<file path="src/hw/rtl/isbrs_pkg.sv">
// Shared types, constants and step tables for the sensor burst-read sequencer.
package isbrs_pkg;

  localparam int unsigned StepW   = 6;
  localparam int unsigned SlotW   = 5;
  localparam logic [StepW-1:0] LastStep = 6'd44;
  localparam logic [StepW-1:0] DoneStep = 6'd45;
  localparam logic [StepW-1:0] LongGapStep = 6'd31;

  localparam logic [7:0] ReadFill = 8'hFF;

  typedef enum logic [2:0] {
    ACT_NONE    = 3'd0,
    ACT_START   = 3'd1,
    ACT_WRITE   = 3'd2,
    ACT_RD_ACK  = 3'd3,
    ACT_RD_NACK = 3'd4,
    ACT_STOP    = 3'd5,
    ACT_RESTART = 3'd6
  } bus_action_e;

  typedef enum logic {
    CMD_BEGIN = 1'b0,
    CMD_EVENT = 1'b1
  } command_e;

  // Item held between the front end and the lookup stage.
  typedef struct packed {
    command_e         cmd;
    logic [7:0]       rx;
    logic [StepW-1:0] step;
    logic             en;
  } item_t;

  typedef struct packed {
    logic [StepW-1:0] step;
    bus_action_e      action;
    logic [7:0]       tx;
    logic             long_gap;
    logic             cap_valid;
    logic [SlotW-1:0] cap_index;
    logic [7:0]       cap_byte;
    logic             done;
  } result_t;

  function automatic bus_action_e step_action(input logic [StepW-1:0] s);
    bus_action_e a;
    a = ACT_NONE;
    case (s)
      6'd0, 6'd3, 6'd22, 6'd34:                           a = ACT_START;
      6'd1, 6'd2, 6'd4, 6'd20, 6'd21, 6'd23,
      6'd32, 6'd33, 6'd35:                                a = ACT_WRITE;
      6'd18, 6'd30, 6'd43:                                a = ACT_RD_NACK;
      6'd19, 6'd31:                                       a = ACT_RESTART;
      6'd44:                                              a = ACT_STOP;
      default: begin
        if ((s >= 6'd5 && s <= 6'd17) || (s >= 6'd24 && s <= 6'd29) ||
            (s >= 6'd36 && s <= 6'd42)) begin
          a = ACT_RD_ACK;
        end
      end
    endcase
    return a;
  endfunction

  // Address (shifted, low bit selects read) or register byte of write steps.
  function automatic logic [7:0] step_tx(input logic [StepW-1:0] s);
    logic [7:0] b;
    case (s)
      6'd1:    b = 8'h68 << 1;
      6'd2:    b = 8'd59;
      6'd4:    b = (8'h68 << 1) | 8'h01;
      6'd20:   b = 8'h0C << 1;
      6'd21:   b = 8'h03;
      6'd23:   b = (8'h0C << 1) | 8'h01;
      6'd32:   b = 8'h76 << 1;
      6'd33:   b = 8'hF7;
      6'd35:   b = (8'h76 << 1) | 8'h01;
      default: b = 8'h00;
    endcase
    return b;
  endfunction

  // Capture slot of a step; the second device's data bytes are pair-swapped
  // and its status byte is dropped.
  function automatic logic [SlotW:0] step_slot(input logic [StepW-1:0] s);
    logic [SlotW:0] r;
    r = '0;
    case (s)
      6'd25:   r = {1'b1, 5'd15};
      6'd26:   r = {1'b1, 5'd14};
      6'd27:   r = {1'b1, 5'd17};
      6'd28:   r = {1'b1, 5'd16};
      6'd29:   r = {1'b1, 5'd19};
      6'd30:   r = {1'b1, 5'd18};
      default: begin
        if (s >= 6'd6 && s <= 6'd19) begin
          r = {1'b1, SlotW'(s - 6'd6)};
        end else if (s >= 6'd37 && s <= 6'd44) begin
          r = {1'b1, SlotW'(s - 6'd17)};
        end
      end
    endcase
    return r;
  endfunction

endpackage

</file>
<file path="src/hw/rtl/isbrs_front.sv">
// Input register stage: step counter, enable register and captured item.
module isbrs_front (
  input  logic                clk_i,
  input  logic                rst_ni,
  input  logic                in_valid_i,
  output logic                in_ready_o,
  input  logic                command_i,
  input  logic [7:0]          rx_byte_i,
  input  logic                cfg_we_i,
  input  logic                cfg_wdata_i,
  input  logic                advance_i,
  output logic                item_valid_o,
  output isbrs_pkg::item_t    item_o
);
  import isbrs_pkg::*;

  logic [StepW-1:0] step_q, step_d;
  logic             en_q;
  logic             valid_q;
  item_t            item_q, item_d;
  logic             accept;

  assign in_ready_o = !valid_q || advance_i;
  assign accept     = in_valid_i && in_ready_o;

  always_comb begin
    step_d = step_q;
    if (command_e'(command_i) == CMD_BEGIN) begin
      step_d = '0;
    end else if (step_q < DoneStep) begin
      step_d = step_q + 1'b1;
    end
    item_d.cmd  = command_e'(command_i);
    item_d.rx   = rx_byte_i;
    item_d.step = step_d;
    item_d.en   = en_q;
  end

  always_ff @(posedge clk_i or negedge rst_ni) begin
    if (!rst_ni) begin
      step_q  <= '0;
      en_q    <= 1'b0;
      valid_q <= 1'b0;
    end else begin
      if (cfg_we_i) begin
        en_q <= cfg_wdata_i;
      end
      if (accept) begin
        step_q  <= step_d;
        valid_q <= 1'b1;
      end else if (advance_i) begin
        valid_q <= 1'b0;
      end
    end
  end

  always_ff @(posedge clk_i) begin
    if (accept) begin
      item_q <= item_d;
    end
  end

  assign item_valid_o = valid_q;
  assign item_o       = item_q;

endmodule

</file>
<file path="src/hw/rtl/isbrs_lookup.sv">
// Step decode: bus action, transmit byte and capture slot of one item.
module isbrs_lookup (
  input  isbrs_pkg::item_t   item_i,
  output isbrs_pkg::result_t result_o
);
  import isbrs_pkg::*;

  bus_action_e      act;
  logic [SlotW:0]   slot;
  logic             live;

  assign act  = step_action(item_i.step);
  assign slot = step_slot(item_i.step);
  assign live = item_i.en && (item_i.step <= LastStep);

  always_comb begin
    result_o           = '0;
    result_o.step      = item_i.step;
    result_o.action    = ACT_NONE;
    if (item_i.cmd == CMD_BEGIN) begin
      result_o.action = ACT_START;
    end else if (live) begin
      result_o.action = act;
      if (act == ACT_WRITE) begin
        result_o.tx = step_tx(item_i.step);
      end else if (act == ACT_RD_ACK || act == ACT_RD_NACK) begin
        result_o.tx = ReadFill;
      end
      result_o.long_gap  = (act == ACT_RESTART) && (item_i.step == LongGapStep);
      result_o.cap_valid = slot[SlotW];
      if (slot[SlotW]) begin
        result_o.cap_index = slot[SlotW-1:0];
        result_o.cap_byte  = item_i.rx;
      end
      result_o.done = (item_i.step == LastStep);
    end
  end

endmodule

</file>
<file path="src/hw/rtl/i2c_sensor_burst_read_sequencer.sv">
// Top level of the three-sensor burst-read bus sequencer.
//
// Usage:
//   Each input transaction carries a command (begin a read cycle, or a bus
//   operation completed) and the byte found in the bus data register. Every
//   input transaction yields exactly one result transaction: the new step,
//   the bus action to issue with its transmit byte and gap flag, an optional
//   capture slot for the received byte, and a cycle-done flag on the final
//   stop.
//   The input register, where the step counter updates, and the result
//   register after the table decode lie between input acceptance and output
//   valid. Throughput is one transaction per cycle while the receiver is
//   ready; the step counter update is the only loop.
//   A stalled receiver holds the result register; the input register still
//   takes one more transaction, then in_ready_o drops until the output drains.
//   Reset clears the step to 0, cycle_enable to 0 and empties both stages.
//   Write cycle_enable through cfg_we_i/cfg_wdata_i only while idle.
module i2c_sensor_burst_read_sequencer (
  input  logic       clk_i,
  input  logic       rst_ni,
  input  logic       in_valid_i,
  output logic       in_ready_o,
  input  logic       command_i,
  input  logic [7:0] rx_byte_i,
  output logic       out_valid_o,
  input  logic       out_ready_i,
  output logic [5:0] step_o,
  output logic [2:0] bus_action_o,
  output logic [7:0] tx_byte_o,
  output logic       long_gap_o,
  output logic       capture_valid_o,
  output logic [4:0] capture_index_o,
  output logic [7:0] capture_byte_o,
  output logic       cycle_done_o,
  input  logic       cfg_we_i,
  input  logic       cfg_wdata_i
);
  import isbrs_pkg::*;

  item_t   item;
  logic    item_valid;
  logic    out_free;
  logic    advance;
  result_t res_d, res_q;
  logic    out_valid_q;

  // Output register is free when empty or being drained this cycle.
  assign out_free = !out_valid_q || out_ready_i;
  assign advance  = item_valid && out_free;

  isbrs_front u_front (
    .clk_i        (clk_i),
    .rst_ni       (rst_ni),
    .in_valid_i   (in_valid_i),
    .in_ready_o   (in_ready_o),
    .command_i    (command_i),
    .rx_byte_i    (rx_byte_i),
    .cfg_we_i     (cfg_we_i),
    .cfg_wdata_i  (cfg_wdata_i),
    .advance_i    (advance),
    .item_valid_o (item_valid),
    .item_o       (item)
  );

  isbrs_lookup u_lookup (
    .item_i   (item),
    .result_o (res_d)
  );

  // Hold the result until the receiver takes it.
  always_ff @(posedge clk_i or negedge rst_ni) begin
    if (!rst_ni) begin
      out_valid_q <= 1'b0;
    end else if (out_free) begin
      out_valid_q <= item_valid;
    end
  end

  always_ff @(posedge clk_i) begin
    if (advance) begin
      res_q <= res_d;
    end
  end

  assign out_valid_o     = out_valid_q;
  assign step_o          = res_q.step;
  assign bus_action_o    = res_q.action;
  assign tx_byte_o       = res_q.tx;
  assign long_gap_o      = res_q.long_gap;
  assign capture_valid_o = res_q.cap_valid;
  assign capture_index_o = res_q.cap_index;
  assign capture_byte_o  = res_q.cap_byte;
  assign cycle_done_o    = res_q.done;

endmodule

</file>
<file path="config.mk">
export PLATFORM = sky130hd
export DESIGN_NAME = i2c_sensor_burst_read_sequencer
export DESIGN_NICKNAME = d
export VERILOG_FILES = /design/src/hw/rtl/isbrs_pkg.sv /design/src/hw/rtl/isbrs_front.sv /design/src/hw/rtl/isbrs_lookup.sv /design/src/hw/rtl/i2c_sensor_burst_read_sequencer.sv
export SDC_FILE = /design/constraint.sdc
export NUM_CORES = 1
export LEC_CHECK = 0
export ABC_AREA = 0
export BUFFER_PORTS_ARGS = -buffer_cell sky130_fd_sc_hd__buf_2
export CORE_UTILIZATION = 40
export DETAILED_ROUTE_END_ITERATION = 6
export PLACE_DENSITY_LB_ADDON = 0.15
export SYNTH_ARGS = -nofsm -noshare
export SYNTH_HDL_FRONTEND = slang
export SYNTH_HIERARCHICAL = 1
export SYNTH_SLANG_ARGS = --single-unit
export TNS_END_PERCENT = 1
</file>
<file path="constraint.sdc">
create_clock -name clk_i -period 3.35 [get_ports clk_i]
set_input_delay 0.67 -clock clk_i [delete_from_list [all_inputs] [get_ports clk_i]]
set_output_delay 0.67 -clock clk_i [all_outputs]
set_load 0.05 [all_outputs]
</file>
* After elaboration in Yosys (flattened, before gate mapping)
Index checks and enable logic that the tools add are counted.
** Cells by class
- $add $sub $neg :: 3
- Multiply operators :: 0
- Div/mod/pow operators :: 0
- Magnitude comparators :: 11
- Equal/unequal tests :: 27
- Shift-type cells :: 0
- Muxes and demuxes :: 14
- Bitwise operators :: 0
- Reduce and logical (&&, ||, !) cells :: 24
** Operator list (number)
- $eq A6 B5 Y1 const B :: 13
- $pmux W8 S9 :: 1
- $eq A6 B6 Y1 const B :: 6
- $pmux W6 S6 :: 1
- $mux W25 :: 1
- $mux W6 :: 4
- $le A6 B5 Y1 const B :: 3
- $mux W8 :: 2
- $pmux W3 S5 :: 1
- $mux W13 :: 1
- $eq A6 B2 Y1 const B :: 2
- $ge A6 B3 Y1 const B :: 2
- $ge A6 B6 Y1 const B :: 2
- $le A6 B6 Y1 const B :: 2
- $logic_and A1 B1 Y1 :: 9
- $reduce_or A9 Y1 :: 1
- $add A6 B1 Y6 const B :: 1
- $eq A3 B2 Y1 const B :: 2
- $eq A3 B3 Y1 const B :: 2
- $eq A6 B1 Y1 const B :: 1
- $eq A6 B3 Y1 const B :: 1
- $ge A6 B5 Y1 const B :: 1
- $logic_not A6 Y1 :: 1
- $lt A6 B6 Y1 const B :: 1
- other kinds (12) :: 18
** Word-level totals
- Bits in registers :: 58
- Bits in latches :: 0
- Memory bits (writable) :: 0
- Memory bits (read-only) :: 0
- Input port bits :: 15
- Output and inout port bits :: 35
- Logic and storage cells :: 96
- Memories :: 0

* Longest topological paths before layout
- Depth after elaboration :: 11
- Mapped depth :: 12

* By module
Netlist, hierarchy kept.
** Modules (own cells, without submodules)
- isbrs_lookup :: instances 1, cells each 162, area each 1137.3 um^2, sequential area each 0.0 um^2
- i2c_sensor_burst_read_sequencer :: instances 1, cells each 37, area each 1034.7 um^2, sequential area each 1016.0 um^2
- isbrs_front :: instances 1, cells each 76, area each 1028.5 um^2, sequential area each 680.7 um^2

* Least setup slack after synthesis
Ideal clock, no wire load.
- Path type :: input port to flip-flop
- Start :: input port out_ready_i
- End :: register u_front.step_q[0]
- Setup time :: 0.126 ns
- Data arrival time :: 2.967 ns
- Data required time :: 3.224 ns
- Setup slack :: 0.257 ns
- Stages on the path :: 7
- Cells stage by stage :: nand2b_1 > and2_1 > nand2b_4 > nand2_1 > inv_1 > nor2_1 > a311o_1
** Between the ends
- Word-level cells in the longest chain between the ends :: 4
** Ends and longest elaborated chain
- from (decl) :: line i2c_sensor_burst_read_sequencer.sv:26 : input logic out_ready_i,
- $logic_or A1 B1 Y1 :: line i2c_sensor_burst_read_sequencer.sv:48 : assign out_free = !out_valid_q || out_ready_i;
- $logic_and A1 B1 Y1 :: line i2c_sensor_burst_read_sequencer.sv:49 : assign advance = item_valid && out_free;
- named net advance :: line i2c_sensor_burst_read_sequencer.sv:43 : logic advance;
- $logic_or A1 B1 Y1 :: line isbrs_front.sv:23 : assign in_ready_o = !valid_q || advance_i;
- named net in_ready_o :: line i2c_sensor_burst_read_sequencer.sv:22 : output logic in_ready_o,
- $logic_and A1 B1 Y1 :: line isbrs_front.sv:24 : assign accept = in_valid_i && in_ready_o;
- named net u_front.accept :: line isbrs_front.sv:21 : logic accept;
- to (signal assigned) :: line isbrs_front.sv:49 : step_q <= step_d;
- to (decl) :: line isbrs_front.sv:17 : logic [StepW-1:0] step_q, step_d;
The timed path passes the listed nets, and every way through them passes these cells.
A chain may end at the register's enable or synchronous reset.

* Final worst setup path
- Start :: register u_front.item_q (netlist bit u_front/item_o[1])
- End :: register res_q (netlist bit tx_byte_o[7]) (data pin)
** Between the ends
- Word-level cells in the longest chain between the ends :: 10
- Elaborated cells between the ends (all ways) :: 46
** Ends and longest elaborated chain
- from (decl) :: line isbrs_front.sv:20 : item_t item_q, item_d;
- from (signal assigned) :: line isbrs_front.sv:59 : item_q <= item_d;
- $ge A6 B3 Y1, or another cell as far along :: line isbrs_pkg.sv:57 : if ((s >= 6'd5 && s <= 6'd17) || (s >= 6'd24 && s <= 6'd29) ||
- $logic_and A1 B1 Y1 :: line isbrs_pkg.sv:57
- $logic_or A1 B1 Y1 (2 in series) :: line isbrs_pkg.sv:57
- $mux W2 :: line isbrs_pkg.sv:57
- $pmux W3 S5 :: line isbrs_pkg.sv:49 : case (s)
- $eq A3 B2 Y1 or $eq A3 B3 Y1 (tied branches) :: line isbrs_lookup.sv:26 : end else if (act == ACT_RD_ACK || act == ACT_RD_NACK) begin
- $logic_or A1 B1 Y1 :: line isbrs_lookup.sv:26
- $mux W8 :: line isbrs_lookup.sv:26
- $mux W8 :: line isbrs_lookup.sv:24 : if (act == ACT_WRITE) begin
- to (signal assigned) :: line i2c_sensor_burst_read_sequencer.sv:81 : res_q <= res_d;
- to (decl) :: line i2c_sensor_burst_read_sequencer.sv:44 : result_t res_d, res_q;
Several ways; a longest one is shown, not always the timed one.

==> flow_metrics.env <==
export IMPL_netlist_cell_type_count=65
export IMPL_die_y_um=91.45
export IMPL_postSynth_asyncResetShare_pct=15.52
export IMPL_cp_end_kind="flip-flop"
export IMPL_cts_max_path_buffers=2
export IMPL_routed_wirelength_um=6134
export IMPL_worstPathCellList="inv_1, ha_1, or3b_1, a211oi_2, nor4bb_2, a211oi_2, and2b_4, a21oi_1"
export IMPL_syn_num_nets=302
export IMPL_drt_pass1_iter_count=4
export IMPL_cts_made_buffers=9
export IMPL_gp_routability_congestion=0.8162
export IMPL_antenna_violations_before_repair=0
export IMPL_vdd_ir_drop_worst_uv=273.4
export IMPL_final_setup_tns_ns=0
export IMPL_met3_usage_pct=2.931
export IMPL_rsz0062_at_grt="false"
export IMPL_cp_common_cell="sky130_fd_sc_hd__a211oi_2"
export IMPL_final_min_clock_period_ns=2.768
export IMPL_clk_transition_reported_paths_ns=0.07
export IMPL_cts_setup_buffers=0
export IMPL_maxSlewHeadroom_pct=41.15
export IMPL_crit_path_max_incr_delay_ns=0.51
export IMPL_antenna_cells=0
export IMPL_nFillCells=735
export IMPL_netSwitchingFraction_pct=31.44
export IMPL_number_of_flops_mapped_to_enable_cells_by_yosys=49
export IMPL_core_area_sq_um=7727
export IMPL_internal_power_contribution_w=0.001519
export IMPL_io_buffer_count=49
export IMPL_hold_path_class="in2async"
export IMPL_final_setup_skew_ns=0.008165
export IMPL_p_per_area_nw_per_um2=602.8
export IMPL_sequential_area_share_after_synthesis_pct=53.01
export IMPL_static_leakage_power_nw=1.447
export IMPL_timing_critical_path_arrival_ns=2.85
export IMPL_worst_endpoint_required_ns=3.43
export IMPL_crit_fanout=8
export IMPL_critPathKind="reg2reg"
export IMPL_regArea_sq_um=1697
export IMPL_r2r_cells=8
export IMPL_maxClockFrequency_mhz=361.3
export IMPL_cts_hold_repair_buffers=0
export IMPL_die_area_sq_um=8363
export IMPL_layout_setup_ws_ns=0.5819
export IMPL_ant_nets=0
export IMPL_drt_iter0_drc=105
export IMPL_detailed_place_hpwl_um=4071
export IMPL_clock_tree_root_cell="sky130_fd_sc_hd__clkbuf_8"
export IMPL_routed_via_density=5.144
export IMPL_grt_met1_usage_pct=22.60
export IMPL_nets=345
export IMPL_met2_usage_pct=22.31
export IMPL_run_status="complete, no violations"
export IMPL_drive_above_1_share_pct=26.01
export IMPL_synth_cell_area_sq_um=3201
export IMPL_hold_worst_slack_ns=0.1669
export IMPL_boundaryPins=50
export IMPL_grt_max_degree=34
export IMPL_grt_overflow_total=0
export IMPL_tightestPinTransition_ns=0.8828
export IMPL_pwr_share_comb_pct=21.9
export IMPL_placement_cell_area_sq_um=3426
export IMPL_grt_pass1_wl_um=10050
export IMPL_finalCritPeriodShare_pct=82.63
export IMPL_cts_htree_levels=3
export IMPL_cts_sinks=58
export IMPL_clk_latency_ns=0.34
export IMPL_synth_ff_latch_count=58
export IMPL_hold_fails_final_rpt=0
export IMPL_yosysWarnings=6
export IMPL_multi_input_logic_area_sq_um=1292
export IMPL_finalSetupViolations=0
export IMPL_grt_pass1_vias=2010
export IMPL_grt_use_total_pct=15.66
export IMPL_syn2layout_area_growth_pct=14.82
export IMPL_clkPwrFrac_pct=36.3
export IMPL_post_synth_inst_count=275
export IMPL_wire_per_inst_um=14.43
export IMPL_stdcell_area_sq_um=3675
export IMPL_globalRoute_busiestLayer="met1"
export IMPL_layoutNonFillerInstCount=425
export IMPL_synth_area_top_cells="sky130_fd_sc_hd__edfxtp_1 46%, sky130_fd_sc_hd__dfrtp_1 7.0%, sky130_fd_sc_hd__ha_1 4.7%, sky130_fd_sc_hd__and2_1 2.9%, sky130_fd_sc_hd__a21oi_1 2.7%"
export IMPL_drc_violations=0
export IMPL_cap_viol_max_count=0
export IMPL_post_synth_top_area_cell="sky130_fd_sc_hd__edfxtp_1"
export IMPL_vias=2186
export IMPL_cpLargestDelayFamily="simple AND/OR/NAND/NOR gates"
export IMPL_path_buf_inv=1
export IMPL_average_cell_area_after_synthesis_sq_um=11.64
export IMPL_resized_cells_post_cts=0
export IMPL_placementRows=32
export IMPL_synth_ff_type="sky130_fd_sc_hd__edfxtp_1"
export IMPL_placement_setup_worst_slack_ns=0.6078
export IMPL_synth_top_cell_area_share_pct=45.97
export IMPL_total_switching_power_w=0.0006965
export IMPL_report_final_slew_viol_count=0
export IMPL_power_sequential_fraction_pct=41.8
export IMPL_horizontal_extent_of_the_die_um=91.45
export IMPL_worst_path_max_delay_cell="sky130_fd_sc_hd__edfxtp_1"
export IMPL_total_placed_cells_including_tap_cells=409
export IMPL_critical_path_startpoint_type="flip-flop"
export IMPL_cts_tree="done"
export IMPL_crit_cells=8
export IMPL_initial_core_utilization_pct=41.42
==> worst reg2reg max path, stage by stage (launching register included) <==
cell	delay, ns
sky130_fd_sc_hd__edfxtp_1	0.51
sky130_fd_sc_hd__inv_1	0.20
sky130_fd_sc_hd__ha_1	0.32
sky130_fd_sc_hd__or3b_1	0.39
sky130_fd_sc_hd__a211oi_2	0.34
sky130_fd_sc_hd__nor4bb_2	0.14
sky130_fd_sc_hd__a211oi_2	0.32
sky130_fd_sc_hd__and2b_4	0.23
sky130_fd_sc_hd__a21oi_1	0.07
==> cell usage in the layout (no fill, tap or decap), types with 3 or more instances in the layout <==
cell type,netlist,layout
sky130_fd_sc_hd__nand2_1,16,16
sky130_fd_sc_hd__and2_1,15,15
sky130_fd_sc_hd__buf_4,9,3
sky130_fd_sc_hd__edfxtp_1,49,49
sky130_fd_sc_hd__a31oi_1,8,8
sky130_fd_sc_hd__inv_1,11,11
sky130_fd_sc_hd__o21ai_0,5,5
sky130_fd_sc_hd__clkinv_4,0,3
sky130_fd_sc_hd__dfrtp_1,9,9
sky130_fd_sc_hd__clkbuf_8,2,9
sky130_fd_sc_hd__a21oi_1,17,17
sky130_fd_sc_hd__nor2b_1,4,4
sky130_fd_sc_hd__nand2b_1,11,11
sky130_fd_sc_hd__nor3_1,5,5
sky130_fd_sc_hd__nand3_1,8,8
sky130_fd_sc_hd__o21a_1,3,3
sky130_fd_sc_hd__a221oi_1,3,3
sky130_fd_sc_hd__xnor2_1,3,3
sky130_fd_sc_hd__nor2_1,19,19
sky130_fd_sc_hd__ha_1,12,12
sky130_fd_sc_hd__bufinv_16,0,3
sky130_fd_sc_hd__buf_2,3,49
sky130_fd_sc_hd__o22ai_1,4,4
sky130_fd_sc_hd__mux2i_1,3,3
==> cell usage after synthesis, types with 2 or more instances <==
library cell,number
sky130_fd_sc_hd__nand3_1,8
sky130_fd_sc_hd__a21oi_1,17
sky130_fd_sc_hd__dfrtp_1,9
sky130_fd_sc_hd__xnor2_1,3
sky130_fd_sc_hd__o21ai_1,2
sky130_fd_sc_hd__a31oi_1,8
sky130_fd_sc_hd__nand3b_1,2
sky130_fd_sc_hd__o22a_1,2
sky130_fd_sc_hd__a221oi_1,3
sky130_fd_sc_hd__xor2_1,2
sky130_fd_sc_hd__o21ai_0,5
sky130_fd_sc_hd__buf_2,3
sky130_fd_sc_hd__mux2i_1,3
sky130_fd_sc_hd__o21a_1,3
sky130_fd_sc_hd__edfxtp_1,49
sky130_fd_sc_hd__nor2_1,19
sky130_fd_sc_hd__ha_1,12
sky130_fd_sc_hd__and2_1,15
sky130_fd_sc_hd__nor3_1,5
sky130_fd_sc_hd__nor2b_1,4
sky130_fd_sc_hd__a311o_1,2
sky130_fd_sc_hd__clkbuf_8,2
sky130_fd_sc_hd__o22ai_1,4
sky130_fd_sc_hd__buf_6,5
sky130_fd_sc_hd__nand2_1,16
sky130_fd_sc_hd__inv_1,11
sky130_fd_sc_hd__or4_1,2
sky130_fd_sc_hd__and3_1,2
sky130_fd_sc_hd__nand2b_1,11
sky130_fd_sc_hd__buf_4,9
sky130_fd_sc_hd__a211oi_2,2
sky130_fd_sc_hd__a21o_1,2
==> sequential cells by signal (all words and copies together), names as in the netlist, 3 cells and up <==
signal,cells
tx_byte_o,8
bus_action_o,3
step_o,6
u_front/step_q,6
capture_index_o,5
capture_byte_o,8
u_front/item_o,16
==> layer usage <==
metal  wire (um)  part of all wire, %
met5           0                    0
met4         107                  1.7
met3         260                  4.2
met2        2686                   44
met1        3080                   50
==> stage by stage <==
stage / utilization (%) / power (W)
final: 47.56 / 0.002215
after global routing: 47.56 / 0.002310
after CTS: 47.56 / 0.002231
after detailed placement: 44.33 / 0.001426
after global placement: 44.33 / 0.001425
after floorplan: - / 0.001339
==> area by class of cell <==
cell class / instances / area share (%)
Clock buffer: 9 / 3.371
Clock inverter: 7 / 3.405
Sequential cell: 58 / 46.17
Tap cell: 102 / 3.473
Inverter: 11 / 1.124
Timing Repair Buffer: 52 / 7.286
Multi-Input combinational cell: 186 / 35.17
==> power groups by stage <==
stage	Sequential, W	Combinational, W	Clock, W
2_1_floorplan	0.00107	0.000269	0
3_3_place_gp	0.000941	0.000485	0
3_5_place_dp	0.000941	0.000484	0
4_1_cts	0.000927	0.000486	0.000818
5_1_grt	0.000938	0.000532	0.000841
6_report	0.000926	0.000485	0.000804
==> path summary, 6_finish.rpt <==
path / from / to / slack, ns
setup / recovery: u_front/item_o[1] / tx_byte_o[7] / 0.58
hold / removal: rst_ni / u_front/en_q / 0.17
setup reg to reg: u_front/item_o[1] / tx_byte_o[7] / 0.58
hold reg to reg: u_front/en_q / u_front/item_o[0] / 0.45
max in group asynchronous: rst_ni / u_front/step_q[0] / 3.00
min in group clk_i: u_front/en_q / u_front/item_o[0] / 0.45
==> kinds of logic after synthesis <==
kind of cell	synth area share (%)
adder cells (fa/ha/maj)	4.691
buffers and inverters	6.606
flip-flops	53.01
multiplexers	1.290
AO/OA/AOI/OAI	13.92
AND/OR/NAND/NOR	19.12
XOR/XNOR	1.369
No activity file was read; power rests on OpenSTA's default activity.
